===== src/rtl/core/tcpq_pkg.sv =====
// ----------------------------------------------------------------------------
// tcpq_pkg: shared types and constants of the two-class priority queue
// Opcodes, status codes, sequencer states and the stored slot word.
// ----------------------------------------------------------------------------
package tcpq_pkg;

   // Default number of queue slots
   localparam int unsigned DEFAULT_DEPTH = 16;

   // Field widths of the channel words
   localparam int unsigned OP_W    = 2;
   localparam int unsigned ID_W    = 16;
   localparam int unsigned AGE_W   = 8;
   localparam int unsigned STAT_W  = 2;
   localparam int unsigned COUNT_W = 5;

   // Reset value of the preferential age threshold
   localparam logic [AGE_W-1:0] PREF_AGE_RESET = AGE_W'(60);

   typedef enum logic [OP_W-1:0] {
      OP_INSERT   = 2'd0,
      OP_SERVE    = 2'd1,
      OP_WITHDRAW = 2'd2,
      OP_QUERY    = 2'd3
   } op_type;

   typedef enum logic [STAT_W-1:0] {
      STAT_OK   = 2'd0,
      STAT_DUP  = 2'd1,
      STAT_MISS = 2'd2,
      STAT_FULL = 2'd3
   } status_type;

   typedef enum logic [2:0] {
      S_IDLE,
      S_SCAN_RD,
      S_SCAN_CK,
      S_ABSENT,
      S_MOVE_RD,
      S_MOVE_WR,
      S_PUT,
      S_RESP
   } state_type;

   // One queue slot as held in the slot memory
   typedef struct packed {
      logic [ID_W-1:0]  key;
      logic [AGE_W-1:0] age;
   } slot_type;

endpackage


===== src/rtl/core/tcpq_if.sv =====
// ----------------------------------------------------------------------------
// tcpq_if: request and response channels of the two-class priority queue
// Valid/ready channels; a word moves when valid and ready are both high.
// ----------------------------------------------------------------------------
interface tcpq_req_if
   import tcpq_pkg::*;
();
   logic               valid;
   logic               ready;
   logic [OP_W-1:0]    operation;
   logic [ID_W-1:0]    entry_id;
   logic [AGE_W-1:0]   entry_age;

   modport source (output valid, output operation, output entry_id, output entry_age,
                   input ready);
   modport sink   (input valid, input operation, input entry_id, input entry_age,
                   output ready);
endinterface

interface tcpq_rsp_if
   import tcpq_pkg::*;
();
   logic               valid;
   logic               ready;
   logic [STAT_W-1:0]  status;
   logic [ID_W-1:0]    served_id;
   logic [AGE_W-1:0]   found_age;
   logic [COUNT_W-1:0] entry_count;

   modport source (output valid, output status, output served_id, output found_age,
                   output entry_count, input ready);
   modport sink   (input valid, input status, input served_id, input found_age,
                   input entry_count, output ready);
endinterface


===== src/rtl/core/two_class_priority_queue_top.sv =====
// ----------------------------------------------------------------------------
// two_class_priority_queue_top: ordered queue of keyed entries, two classes
// Insert, serve head, withdraw by id and query age, one response per request.
// ----------------------------------------------------------------------------
// Usage:
//   req_ch carries one request word (operation, entry_id, entry_age); rsp_ch
//   returns one response word (status, served_id, found_age, entry_count).
//   csr_we/csr_wdata write the preferential age threshold; write it only
//   while the queue is idle.
//   Entries live position-ordered in a single-port-write, registered-read slot
//   memory. One sequencer walks it a slot at a time: the key search reads and
//   then compares each slot examined, and every entry shifted by an insert or
//   removal is read, then written back one place over. req_ch is not ready
//   while a request is in progress; ready returns in the cycle after the
//   response is loaded into the output register.
//   Reset empties the queue and sets the threshold to 60; slot contents are
//   not cleared, and no sweep follows reset. If rsp_ch stalls, the response
//   word holds, and a following response waits in the sequencer until the
//   output register frees.
// ----------------------------------------------------------------------------
module two_class_priority_queue_top
   import tcpq_pkg::*;
#(
   parameter int unsigned QUEUE_DEPTH = DEFAULT_DEPTH
) (
   input  logic             clock,
   input  logic             reset,
   tcpq_req_if.sink         req_ch,
   tcpq_rsp_if.source       rsp_ch,
   input  logic             csr_we,
   input  logic [AGE_W-1:0] csr_wdata
);

   localparam int unsigned IDX_W = $clog2(QUEUE_DEPTH);
   localparam int unsigned CNT_W = $clog2(QUEUE_DEPTH + 1);
   localparam logic [CNT_W-1:0] DEPTH_CNT = CNT_W'(QUEUE_DEPTH);

   // Sequencer and request registers
   state_type           state_ff, state_in;
   logic [CNT_W-1:0]    idx_ff, idx_in;
   logic [CNT_W-1:0]    pos_ff, pos_in;
   op_type              op_ff, op_in;
   logic [ID_W-1:0]     key_ff, key_in;
   logic [AGE_W-1:0]    age_ff, age_in;
   logic [CNT_W-1:0]    held_ff, held_in;
   logic [CNT_W-1:0]    pref_ff, pref_in;
   logic [AGE_W-1:0]    pref_age_ff, pref_age_in;

   // Pending response fields
   status_type          res_status_ff, res_status_in;
   logic [ID_W-1:0]     res_served_ff, res_served_in;
   logic [AGE_W-1:0]    res_age_ff, res_age_in;

   // Output register
   logic                rsp_valid_ff, rsp_valid_in;
   status_type          rsp_status_ff, rsp_status_in;
   logic [ID_W-1:0]     rsp_served_ff, rsp_served_in;
   logic [AGE_W-1:0]    rsp_age_ff, rsp_age_in;
   logic [COUNT_W-1:0]  rsp_count_ff, rsp_count_in;

   // Slot memory
   slot_type            slot_mem [QUEUE_DEPTH];
   slot_type            rd_q_ff;
   logic                mem_we;
   logic [IDX_W-1:0]    mem_waddr;
   logic [IDX_W-1:0]    mem_raddr;
   slot_type            mem_wdata;

   logic [CNT_W-1:0]    idx_up;
   logic [CNT_W-1:0]    idx_dn;
   logic                is_pref;

   assign idx_up  = idx_ff + 1'b1;
   assign idx_dn  = idx_ff - 1'b1;
   assign is_pref = (age_ff >= pref_age_ff);

   assign req_ch.ready       = (state_ff == S_IDLE);
   assign rsp_ch.valid       = rsp_valid_ff;
   assign rsp_ch.status      = rsp_status_ff;
   assign rsp_ch.served_id   = rsp_served_ff;
   assign rsp_ch.found_age   = rsp_age_ff;
   assign rsp_ch.entry_count = rsp_count_ff;

   // Write and read the slot memory
   always_ff @(posedge clock) begin
      if (mem_we) begin
         slot_mem[mem_waddr] <= mem_wdata;
      end
      rd_q_ff <= slot_mem[mem_raddr];
   end

   // Next state and datapath control
   always_comb begin
      state_in      = state_ff;
      idx_in        = idx_ff;
      pos_in        = pos_ff;
      op_in         = op_ff;
      key_in        = key_ff;
      age_in        = age_ff;
      held_in       = held_ff;
      pref_in       = pref_ff;
      pref_age_in   = csr_we ? csr_wdata : pref_age_ff;
      res_status_in = res_status_ff;
      res_served_in = res_served_ff;
      res_age_in    = res_age_ff;
      rsp_valid_in  = rsp_valid_ff && !rsp_ch.ready;
      rsp_status_in = rsp_status_ff;
      rsp_served_in = rsp_served_ff;
      rsp_age_in    = rsp_age_ff;
      rsp_count_in  = rsp_count_ff;
      mem_we        = 1'b0;
      mem_waddr     = idx_ff[IDX_W-1:0];
      mem_raddr     = idx_ff[IDX_W-1:0];
      mem_wdata     = rd_q_ff;

      case (state_ff)
         // Take a request word and start the search, or skip it on an empty queue
         S_IDLE: begin
            if (req_ch.valid) begin
               op_in         = op_type'(req_ch.operation);
               key_in        = req_ch.entry_id;
               age_in        = req_ch.entry_age;
               idx_in        = '0;
               res_status_in = STAT_OK;
               res_served_in = '0;
               res_age_in    = '0;
               state_in      = (held_ff == '0) ? S_ABSENT : S_SCAN_RD;
            end
         end
         // Fetch one slot
         S_SCAN_RD: begin
            state_in = S_SCAN_CK;
         end
         // Compare the fetched key; serve always hits the head
         S_SCAN_CK: begin
            if (rd_q_ff.key == key_ff || op_ff == OP_SERVE) begin
               pos_in = idx_ff;
               case (op_ff)
                  OP_INSERT: begin
                     res_status_in = STAT_DUP;
                     state_in      = S_RESP;
                  end
                  OP_QUERY: begin
                     res_age_in = rd_q_ff.age;
                     state_in   = S_RESP;
                  end
                  OP_SERVE: begin
                     res_served_in = rd_q_ff.key;
                     state_in      = S_MOVE_RD;
                  end
                  default: begin
                     state_in = S_MOVE_RD;
                  end
               endcase
            end else if (idx_up == held_ff) begin
               state_in = S_ABSENT;
            end else begin
               idx_in   = idx_up;
               state_in = S_SCAN_RD;
            end
         end
         // Key not held: place an insert if a slot is free, refuse everything else
         S_ABSENT: begin
            if (op_ff == OP_INSERT) begin
               if (held_ff == DEPTH_CNT) begin
                  res_status_in = STAT_FULL;
                  state_in      = S_RESP;
               end else begin
                  pos_in   = is_pref ? pref_ff : held_ff;
                  idx_in   = held_ff;
                  state_in = S_MOVE_RD;
               end
            end else begin
               res_status_in = STAT_MISS;
               state_in      = S_RESP;
            end
         end
         // Read the neighbor to shift, or finish the shift
         S_MOVE_RD: begin
            if (op_ff == OP_INSERT) begin
               if (idx_ff > pos_ff) begin
                  mem_raddr = idx_dn[IDX_W-1:0];
                  state_in  = S_MOVE_WR;
               end else begin
                  state_in = S_PUT;
               end
            end else begin
               if (idx_up < held_ff) begin
                  mem_raddr = idx_up[IDX_W-1:0];
                  state_in  = S_MOVE_WR;
               end else begin
                  held_in = held_ff - 1'b1;
                  if (pos_ff < pref_ff) begin
                     pref_in = pref_ff - 1'b1;
                  end
                  state_in = S_RESP;
               end
            end
         end
         // Write the neighbor one place over
         S_MOVE_WR: begin
            mem_we   = 1'b1;
            idx_in   = (op_ff == OP_INSERT) ? idx_dn : idx_up;
            state_in = S_MOVE_RD;
         end
         // Drop the new entry into its opened slot
         S_PUT: begin
            mem_we        = 1'b1;
            mem_waddr     = pos_ff[IDX_W-1:0];
            mem_wdata.key = key_ff;
            mem_wdata.age = age_ff;
            held_in       = held_ff + 1'b1;
            if (is_pref) begin
               pref_in = pref_ff + 1'b1;
            end
            state_in = S_RESP;
         end
         // Hand the response to the output register once it frees
         S_RESP: begin
            if (!rsp_valid_ff || rsp_ch.ready) begin
               rsp_valid_in  = 1'b1;
               rsp_status_in = res_status_ff;
               rsp_served_in = res_served_ff;
               rsp_age_in    = res_age_ff;
               rsp_count_in  = COUNT_W'(held_ff);
               state_in      = S_IDLE;
            end
         end
         default: begin
            state_in = S_IDLE;
         end
      endcase
   end

   // Control registers
   always_ff @(posedge clock) begin
      if (reset) begin
         state_ff     <= S_IDLE;
         held_ff      <= '0;
         pref_ff      <= '0;
         pref_age_ff  <= PREF_AGE_RESET;
         rsp_valid_ff <= 1'b0;
      end else begin
         state_ff     <= state_in;
         held_ff      <= held_in;
         pref_ff      <= pref_in;
         pref_age_ff  <= pref_age_in;
         rsp_valid_ff <= rsp_valid_in;
      end
   end

   // Payload registers
   always_ff @(posedge clock) begin
      idx_ff        <= idx_in;
      pos_ff        <= pos_in;
      op_ff         <= op_in;
      key_ff        <= key_in;
      age_ff        <= age_in;
      res_status_ff <= res_status_in;
      res_served_ff <= res_served_in;
      res_age_ff    <= res_age_in;
      rsp_status_ff <= rsp_status_in;
      rsp_served_ff <= rsp_served_in;
      rsp_age_ff    <= rsp_age_in;
      rsp_count_ff  <= rsp_count_in;
   end

   // The queue never holds more than its slots
   assert property (@(posedge clock) disable iff (reset) held_ff <= DEPTH_CNT)
      else $error("held count exceeds queue depth");

   // Preferential entries are a prefix of the held entries
   assert property (@(posedge clock) disable iff (reset) pref_ff <= held_ff)
      else $error("preferred count exceeds held count");

   // A response waiting on a stalled output stays in the sequencer
   assert property (@(posedge clock) disable iff (reset)
      (state_ff == S_RESP && rsp_valid_ff && !rsp_ch.ready) |=> state_ff == S_RESP)
      else $error("response lost while output stalled");

   // The count moves by at most one per cycle
   assert property (@(posedge clock) disable iff (reset)
      (held_ff != $past(held_ff)) |->
         (held_ff == $past(held_ff) + 1'b1 || held_ff == $past(held_ff) - 1'b1))
      else $error("held count jumped");

endmodule

===== src/flat_wrapper.sv =====
// flat-port wrapper written by rule: the top's interface ports become plain ports
module two_class_priority_queue_top_flat import tcpq_pkg::*;
#(
   parameter int unsigned QUEUE_DEPTH = DEFAULT_DEPTH
)
  (clock, reset, csr_we, csr_wdata, req_ch_valid, req_ch_operation, req_ch_entry_id, req_ch_entry_age, req_ch_ready, rsp_ch_valid, rsp_ch_status, rsp_ch_served_id, rsp_ch_found_age, rsp_ch_entry_count, rsp_ch_ready);
  tcpq_req_if req_ch_i ();
  tcpq_rsp_if rsp_ch_i ();
  input  logic clock;
  input  logic reset;
  input  logic csr_we;
  input  logic [AGE_W-1:0] csr_wdata;
  input wire logic [$bits(req_ch_i.valid)-1:0] req_ch_valid;
  input wire logic [$bits(req_ch_i.operation)-1:0] req_ch_operation;
  input wire logic [$bits(req_ch_i.entry_id)-1:0] req_ch_entry_id;
  input wire logic [$bits(req_ch_i.entry_age)-1:0] req_ch_entry_age;
  output wire logic [$bits(req_ch_i.ready)-1:0] req_ch_ready;
  output wire logic [$bits(rsp_ch_i.valid)-1:0] rsp_ch_valid;
  output wire logic [$bits(rsp_ch_i.status)-1:0] rsp_ch_status;
  output wire logic [$bits(rsp_ch_i.served_id)-1:0] rsp_ch_served_id;
  output wire logic [$bits(rsp_ch_i.found_age)-1:0] rsp_ch_found_age;
  output wire logic [$bits(rsp_ch_i.entry_count)-1:0] rsp_ch_entry_count;
  input wire logic [$bits(rsp_ch_i.ready)-1:0] rsp_ch_ready;
  assign req_ch_i.valid = req_ch_valid;
  assign req_ch_i.operation = req_ch_operation;
  assign req_ch_i.entry_id = req_ch_entry_id;
  assign req_ch_i.entry_age = req_ch_entry_age;
  assign req_ch_ready = req_ch_i.ready;
  assign rsp_ch_valid = rsp_ch_i.valid;
  assign rsp_ch_status = rsp_ch_i.status;
  assign rsp_ch_served_id = rsp_ch_i.served_id;
  assign rsp_ch_found_age = rsp_ch_i.found_age;
  assign rsp_ch_entry_count = rsp_ch_i.entry_count;
  assign rsp_ch_i.ready = rsp_ch_ready;
  two_class_priority_queue_top #(.QUEUE_DEPTH(QUEUE_DEPTH)) u_core (.clock(clock), .reset(reset), .req_ch(req_ch_i), .rsp_ch(rsp_ch_i), .csr_we(csr_we), .csr_wdata(csr_wdata));
endmodule

===== config.mk =====
export PLATFORM = sky130hd
export DESIGN_NAME = two_class_priority_queue_top_flat
export DESIGN_NICKNAME = d
export VERILOG_FILES = /design/src/rtl/core/tcpq_pkg.sv /design/src/rtl/core/tcpq_if.sv /design/src/rtl/core/two_class_priority_queue_top.sv /design/src/flat_wrapper.sv
export SDC_FILE = /design/constraint.sdc
export NUM_CORES = 1
export LEC_CHECK = 0
export BUFFER_PORTS_ARGS = -buffer_cell sky130_fd_sc_hd__buf_4
export CAP_MARGIN = 10
export CORE_UTILIZATION = 35
export CTS_BUF_LIST = sky130_fd_sc_hd__clkbuf_4 sky130_fd_sc_hd__clkbuf_8
export DETAILED_ROUTE_END_ITERATION = 6
export GPL_ROUTABILITY_DRIVEN = 0
export GPL_TIMING_DRIVEN = 0
export MAX_ROUTING_LAYER = met4
export SLEW_MARGIN = 20
export SYNTH_ARGS = -nofsm -noshare
export SYNTH_HDL_FRONTEND = slang
export SYNTH_SLANG_ARGS = --single-unit

===== constraint.sdc =====
create_clock -name clock -period 5.05 [get_ports clock]
set_input_delay 0.2525 -clock clock [delete_from_list [all_inputs] [get_ports clock]]
set_output_delay 0.2525 -clock clock [all_outputs]
set_load 0.1 [all_outputs]

==> reports/qor.txt <==
Net Sw Power: 0.00576 W
failing checks: DRC
critical path's slowest cell: clkbuf_1
Setup crit start kind: flop
CP arrival: 5.18 ns
combinational fraction of design power: 38.2%
Crit. End Element: flop
Peak VDD IR: 0.400 mV
GRT Total Usage: 17.9%
Num Clock Sinks: 523
Mapped Area: 21100 µm²
final hold violation count: 0
Tightest Pin Transition: 1.13 ns
share of total power in the clock network: 23.3%
Vias: 12.2k
Syn Nets: 1381
CTS HTree Levels: 3
Crit path required time: 5.56 ns
Final Cycle Share: 92.5%
CTS tree: built
vias in the first global route: 12.3k
largest net degree at the start of global routing: 27
non-filler instance count after layout: 2358
worst clock skew: 0.0274 ns
Reg2Reg Depth: 15
cell internal pwr: 0.00998 W
Top delay family on crit path: buffers and inverters
DP HPWL: 34000 µm
syn_area_per_cell: 16.1 µm²
Syn. warnings: 0
asr flop ratio synth: 0%
sequential power share: 38.5%
hold path startpoint: reset
share of the yosys chip area belonging to registers: 72.4%
Reg2Reg Launch Point: u_core.idx_ff[2]
Routed WL: 53000 µm
slew margin rel.: 24.9%
DRC: 6
Wirelength per Cell: 22.5 µm
Hold Path Depth: 2
placed cell area: 23100 µm²
most common cell in the synthesized netlist: edfxtp_1
number of diodes: 0
status: complete, but fails checks
Gate Count Post-Synth: 1307
number of flops mapped to enable cells by yosys: 477
Root Buffer: clkbuf_8
Die X-Extent: 247 µm
Inst Count DP: 2167
I/O pin count: 72
Yosys top cell area share: 68.0%
Hold Path Class: input port to flop
worst skew pair latency: 0.66 ns
Rows: 89
worst reg-to-reg setup slack: 0.38 ns
Max Cap Violations: 0
initial cell density of the core: 35.6%
Yosys top cell by area: edfxtp_1
leak pwr: 9.40 nW
1st-pass router iterations: 7
total die area: 61200 µm²
DR vias/cell: 5.18
layout cells sized above 1: 20.0%
DR iter-0 viols: 1133
CP Cell Sequence: clkbuf_1 > nand3_1 > nand2_1 > nand2_1 > ha_1 > a21o_1 > a21oi_1 > and3b_1 > a22oi_2 > nand3_2 > buf_6 > clkbuf_1 > mux2i_1 > o22ai_1 > or4_1
most frequent cells after synthesis: edfxtp_1 (477), mux2i_1 (203), o22ai_1 (100), dfxtp_1 (46), nor2_1 (46)
Layout area overhead: 19.6%
unrepaired setup endpoints after global routing: no
clock slew at reported path FFs: 0.06 ns
Final Cell Area: 25200 µm²
initial antenna violation count: 2
max incr delay on CP: 0.84 ns
Final Setup Violations: 0
Sw Share: 36.6%
post-route ant nets: 0
r2r endpoint: u_core.rd_q_ff[11]
Synth Flop Type: edfxtp_1
Max Slew Vio Count: 0
worst-path maximum fanout: 10
synth unique cells: 64
fin crit period: 4.67 ns
port bufs: 70
worst hold endpoint: u_core.pref_ff[0]
Max Fclk: 0.214 GHz
Crit Path Category: flop to flop
global-route wire length before repair: 77100 µm
flop and latch count out of synthesis: 523
cts bufs inserted: 84
Power Dens Cells: 625 nW/µm²
core box area: 59200 µm²
CTS max path bufs: 3
top cells by area, synth: edfxtp_1 (68%), mux2i_1 (9.6%), dfxtp_1 (4.4%)
total gr overflow: 0
Die H: 247 µm
Buf+Inv Stages, Crit Path: 3
# nets final: 1592
## kinds of logic after synthesis
group / synth area share, %
and+or+nand+nor: 5.04
buffers and inverters: 2.06
xor gates and xnor gates: 1.21
muxes: 11.0
DFF: 72.4
adders and majority gates: 2.15
AOI/OAI and AO/OA: 6.20
## cell type report
cell class | instances | area (µm²)
clock inverter | 22 | 105
inverter | 33 | 124
multi-input combinational | 689 | 5520
timing repair buffer | 125 | 1320
sequential | 523 | 15200
fill | 5302 | 34100
clock buffer | 131 | 1600
buffer | 62 | 314
tap | 773 | 967
## power groups by stage
| stage | sequential, W | clock (W) | combinational, W |
|---|---|---|---|
| after global placement | 0.00614 | 0 | 0.00579 |
| final | 0.00606 | 0.00367 | 0.00602 |
| after global routing | 0.00609 | 0.00394 | 0.00648 |
| after CTS | 0.00606 | 0.00374 | 0.00605 |
| after detailed placement | 0.00614 | 0 | 0.00599 |
| after floorplan | 0.00609 | 0 | 0.00404 |
## cells in the final DEF (no fill, tap or decap), types with 7 or more instances in the layout
cell / n
a21oi_1: 26
clkinv_1: 12
o21ai_0: 17
nor3_1: 8
dlygate4sd3_1: 38
mux2_2: 23
xnor2_1: 15
clkbuf_1: 22
edfxtp_1: 477
a31oi_1: 9
o22ai_1: 100
xor2_1: 14
buf_2: 26
and2_1: 29
or4_1: 25
buf_4: 70
inv_1: 32
buf_16: 10
nand2_1: 36
clkbuf_4: 33
buf_12: 7
clkbuf_8: 98
dfxtp_1: 46
clkinv_2: 8
nor2_1: 29
mux2i_1: 203
a21o_1: 13
nor2_4: 17
ha_1: 33
nand3_1: 12
## flip-flops by register name, summed over array words and instances (netlist names)
name / count
u_core.slot_mem: 384
u_core.rd_q_ff: 24
u_core.key_ff: 16
u_core.res_served_ff: 16
u_core.rsp_ch.served_id: 16
u_core.age_ff: 8
u_core.pref_age_ff: 8
u_core.res_age_ff: 8
u_core.rsp_ch.found_age: 8
u_core.held_ff: 5
u_core.idx_ff: 5
u_core.pos_ff: 5
u_core.pref_ff: 5
u_core.rsp_ch.entry_count: 5
u_core.state_ff: 3
u_core.op_ff: 2
u_core.res_status_ff: 2
u_core.rsp_ch.status: 2
u_core.rsp_ch.valid: 1
## how the worst max path moves through the flow
| stage | start | end | depth (start not counted) |
|---|---|---|---|
| finish | u_core.idx_ff[2] | u_core.rd_q_ff[11] | 15 |
| global route | u_core.idx_ff[2] | u_core.rd_q_ff[11] | 14 |
| CTS | u_core.idx_ff[2] | u_core.rd_q_ff[15] | 14 |
| detailed placement | u_core.idx_ff[2] | u_core.rd_q_ff[22] | 14 |
| global placement | u_core.state_ff[1] | u_core.slot_mem[15][10] | 6 |
| floorplan | u_core.state_ff[0] | u_core.age_ff[0] | 4 |
## through the flow
stage	setup WS, ns	TNS, ns	total power, W	utilization, %	hold WS, ns
global placement	-0.426	-64.26	0.0119	38.1	0.400
detailed placement	0.347	0	0.0121	39.0	0.405
finish	0.377	0	0.0157	42.5	0.0205
floorplan	1.00	0	0.0101	-	0.351
CTS	0.323	0	0.0158	42.5	0.00139
global route	0.00110	0	0.0165	42.5	0.0249
## routing by layer
layer	track usage, %	vias to the layer above	routed length [µm]
li1	-	5544	-
met1	23.6	6163	23700
met2	28.1	416	24800
met3	3.36	103	3250
met4	5.58	0	1260
met5	-	-	0
## what timing repair did
item	in CTS	in global routing
endpoints found under the hold margin	35	0
setup endpoints to repair	0	9
hold buffers	38	0
buffers inserted	0	0
gates resized for setup	0	5
No activity file was read; power rests on OpenSTA's default activity.
